`config.mk`:
```
export PLATFORM = sky130hd
export DESIGN_NAME = acf_arith
export DESIGN_NICKNAME = d
export VERILOG_FILES = /design/src/hw/rtl/acf_pkg.sv /design/src/hw/rtl/acf_arith.sv
export SDC_FILE = /design/constraint.sdc
export NUM_CORES = 2
export LEC_CHECK = 0
export BUFFER_PORTS_ARGS = -buffer_cell sky130_fd_sc_hd__buf_2
export CORE_UTILIZATION = 35
export DETAILED_ROUTE_END_ITERATION = 12
export GPL_TIMING_DRIVEN = 0
export PLACE_DENSITY = 0.47
export SKIP_LAST_GASP = 1
export SYNTH_ARGS = -nofsm -noshare
export SYNTH_HDL_FRONTEND = slang
export SYNTH_SLANG_ARGS = --single-unit
```
`constraint.sdc`:
```
create_clock -name vclk -period 16
set_input_delay 0.8 -clock vclk [all_inputs]
set_output_delay 0.8 -clock vclk [all_outputs]
set_load 0.01 [all_outputs]
```
`src/hw/rtl/acf_pkg.sv`:
```
// Shared types and constants for the allpass comb filter.
`timescale 1ns / 1ps
`default_nettype none
package acf_pkg;

  // Register map
  localparam int REG_IDX_W = 2;
  localparam logic [REG_IDX_W-1:0] REG_GAIN   = 2'd0;
  localparam logic [REG_IDX_W-1:0] REG_INVERT = 2'd1;
  localparam logic [REG_IDX_W-1:0] REG_DELAY  = 2'd2;
  localparam logic [REG_IDX_W-1:0] REG_FORM   = 2'd3;

  localparam int CFG_W       = 16;
  localparam int DELAY_CFG_W = 12;

  // Q1.15 arithmetic
  localparam int FRAC_BITS  = 15;
  localparam int ROUND_HALF = 16384;
  localparam int Q15_ONE    = 32768;
  localparam logic signed [CFG_W-1:0] GAIN_LIMIT = 16'sd32735;

  localparam logic FORM_ONE = 1'b0;
  localparam logic FORM_TWO = 1'b1;

  // Coefficients as the datapath sees them
  typedef struct packed {
    logic              form;
    logic signed [16:0] gain;
    logic signed [16:0] k;
  } coef_t;

endpackage
`default_nettype wire

```
`src/hw/rtl/acf_arith.sv`:
```
// Allpass arithmetic for both direct forms: products, rounding and saturation.
`timescale 1ns / 1ps
`default_nettype none
module acf_arith #(
  parameter int SW = 16
) (
  input  wire acf_pkg::coef_t   coef,
  input  wire logic signed [SW-1:0] x,
  input  wire logic signed [SW-1:0] xd,
  input  wire logic signed [SW-1:0] od,
  output logic      signed [SW-1:0] y,
  output logic      signed [SW-1:0] wr_val
);

  localparam int AccW = SW + 20;
  localparam logic signed [AccW-1:0] SAT_MAX = {{(AccW-SW+1){1'b0}}, {(SW-1){1'b1}}};
  localparam logic signed [AccW-1:0] SAT_MIN = {{(AccW-SW+1){1'b1}}, {(SW-1){1'b0}}};

  function automatic logic signed [SW-1:0] rnd_sat(input logic signed [AccW-1:0] acc);
    logic signed [AccW-1:0] r;
    r = (acc + AccW'(acf_pkg::ROUND_HALF)) >>> acf_pkg::FRAC_BITS;
    if (r > SAT_MAX) begin
      rnd_sat = SAT_MAX[SW-1:0];
    end else if (r < SAT_MIN) begin
      rnd_sat = SAT_MIN[SW-1:0];
    end else begin
      rnd_sat = r[SW-1:0];
    end
  endfunction

  logic signed [SW:0]     diff;
  logic signed [SW:0]     a_opnd;
  logic signed [SW+17:0]  mul_a;
  logic signed [SW+16:0]  mul_b;
  logic signed [SW+16:0]  mul_c;
  logic signed [AccW-1:0] tap;
  logic signed [AccW-1:0] acc_y;
  logic signed [AccW-1:0] acc_v;
  logic signed [SW-1:0]   v;

  // form I folds its two gain products into g*(x - y[n-N])
  assign diff   = (SW+1)'(x) - (SW+1)'(od);
  assign a_opnd = (coef.form == acf_pkg::FORM_TWO) ? (SW+1)'(x) : diff;
  assign mul_a  = coef.gain * a_opnd;
  assign mul_b  = coef.k * x;
  assign mul_c  = coef.gain * od;

  assign tap   = (coef.form == acf_pkg::FORM_TWO) ? AccW'(od) : AccW'(xd);
  assign acc_y = AccW'(mul_a) + (tap <<< acf_pkg::FRAC_BITS);
  assign acc_v = AccW'(mul_b) - AccW'(mul_c);

  assign y      = rnd_sat(acc_y);
  assign v      = rnd_sat(acc_v);
  assign wr_val = (coef.form == acf_pkg::FORM_TWO) ? v : y;

endmodule
`default_nettype wire

```
==> flow_metrics.env <==
export IMPL_required_ns=15.20
export IMPL_fin_tns_setup_ns=0
export IMPL_cap_violations=0
export IMPL_top_layer="met5"
export IMPL_layout_common_cells="977 x inv_1, 961 x fa_1, 501 x nand2_1"
export IMPL_viasPerCell=4.81
export IMPL_final_seq_area_um2=0
export IMPL_die_w_um=315
export IMPL_ys_types=66
export IMPL_final_max_slew_violation_count=0
export IMPL_start_util_pct=35.4
export IMPL_synth_area_um2=34200
export IMPL_grt_start_max_net_pins=14
export IMPL_die_h_um=315
export IMPL_antenna_found_initial=11
export IMPL_grt_pass1_vias=26700
export IMPL_synth_avg_cell_area_um2=9.28
export IMPL_drtAntennaViolNets=0
export IMPL_tightest_slew_ns=1.31
export IMPL_synth_top_area_share_pct=56.2
export IMPL_rsz0062_at_grt="no"
export IMPL_dr_pass1_iters=5
export IMPL_yosys_area_top_type="fa_1"
export IMPL_post_cts_setup_buffers=0
export IMPL_max_clock_freq_mhz=71.8
export IMPL_nClkBuffers=0
export IMPL_grtUsageTotal_pct=22.7
export IMPL_initialDrtViolationCount=1522
export IMPL_yosysSeqAreaShare_pct=0
export IMPL_yosysWarnings=0
export IMPL_cts_hold_buf=0
export IMPL_crit_buf_inv=12
export IMPL_critPathArrivalTime_ns=13.13
export IMPL_dp_hpwl_um=95700
export IMPL_period_needed_ns=13.93
export IMPL_wl_met1_um=47000
export IMPL_setup_violations=0
export IMPL_seq_cell_count=0
export IMPL_overflow=0
export IMPL_vias=24400
export IMPL_relSlewSlack_pct=9.92
export IMPL_route_met3_wl_um=6910
export IMPL_gp_congestion=0.914
export IMPL_crit_family="adder cells"
export IMPL_layout_area_overhead_vs_synth_pct=6.26
export IMPL_min_delay_path_class="in -> out"
export IMPL_synthTopCellsByArea="fa_1 56%, inv_1 11%, ha_1 10%"
export IMPL_drt_total_wl_um=107000
export IMPL_hold_viol=0
export IMPL_syn_nets=5016
export IMPL_slowest_stage="a2111oi_0"
export IMPL_io_pins=115
export IMPL_drc_errors=0
export IMPL_wl_met2_um=50500
export IMPL_layout_commonest_cell="inv_1"
export IMPL_nets=5126
export IMPL_cts_resized=0
export IMPL_status="completed"
export IMPL_end_kind="output port"
export IMPL_wl_per_cell_um=21.0
export IMPL_placementRows=114
export IMPL_worstSetupPathType="in -> out"
export IMPL_period_share_pct=87.1
export IMPL_port_buffers=108
export IMPL_synth_cells=3686
export IMPL_drive_gt1_share_pct=3.82
export IMPL_core_area_um2=96700
export IMPL_cp_max_fo=10
export IMPL_die_area_um2=99000
export IMPL_startpoint_type="primary input"
export IMPL_max_stage_delay_ns=1.03
export IMPL_grt_pass1_wl_um=167000
-- cell type report --
class	count	area (µm²)
Multi-Input combinational cell	2557	30000
Timing Repair Buffer	108	541
Fill cell	10100	60300
Antenna cell	2	5.00
Inverter	978	3670
Tap cell	1276	1600
Buffer	151	583
-- tightest hold or removal path, cell delays in order --
cell and delay [ns]:
buf_2 0.40, or3_1 0.21, o22ai_2 0.12, a22oi_1 0.18, buf_2 0.15
-- path summary, 6_finish.rpt --
kind | from | end | slack [ns] | depth (start not counted)
max | od[2] | wr_val[12] | 2.07 | 38
min | coef[34] | wr_val[1] | 2.67 | 5
-- cells by family (layout without fill, tap and decap cells) --
kind of cell	Yosys count	in the layout	synth area share (%)
other cells	0	2	0
fa+ha+maj	1247	1247	66.7
xor+xnor	67	67	1.71
buf+inv	1129	1237	12.4
mux	21	21	0.658
simple gates	994	994	14.0
compound gates	228	228	4.53
-- per-layer routing --
| layer | vias to the layer above | global-route usage, % |
|---|---|---|
| met4 | 10 | 3.55 |
| li1 | 10900 | - |
| met3 | 75 | 3.10 |
| met2 | 609 | 37.5 |
| met5 | - | 0 |
| met1 | 12800 | 32.2 |
-- synth_stat cells (all sizes together), types with 4 or more instances --
cell type  count
clkbuf       139
buf           12
nor4           5
nand2        501
ha           286
and3           8
inv          977
o21a           5
xor2          22
a31oi         11
o31ai          7
a21oi         46
o21bai         6
nor3          12
nor2          67
nand4          5
nand2b        34
a22oi         17
nand3         13
fa           961
a211oi         5
mux2          12
a21o          35
or2            6
o21ai         54
or3            7
and2         307
a211o          4
mux2i          9
nor2b         21
xnor2         45
-- stage by stage --
stage / instance area, µm² / hold slack, ns / setup slack [ns] / util (%) / cells
detailed placement: 36400 / 2.67 / 2.56 / 37.6 / 5070
global placement: 36400 / 2.69 / 2.58 / 37.6 / 5070
global route: 36400 / 2.73 / 1.62 / 37.6 / 5070
finish: 36400 / 2.67 / 2.07 / 37.6 / 5072
CTS: 36400 / 2.67 / 2.54 / 37.6 / 5070
floorplan: 34200 / 2.22 / 5.49 / - / 3686
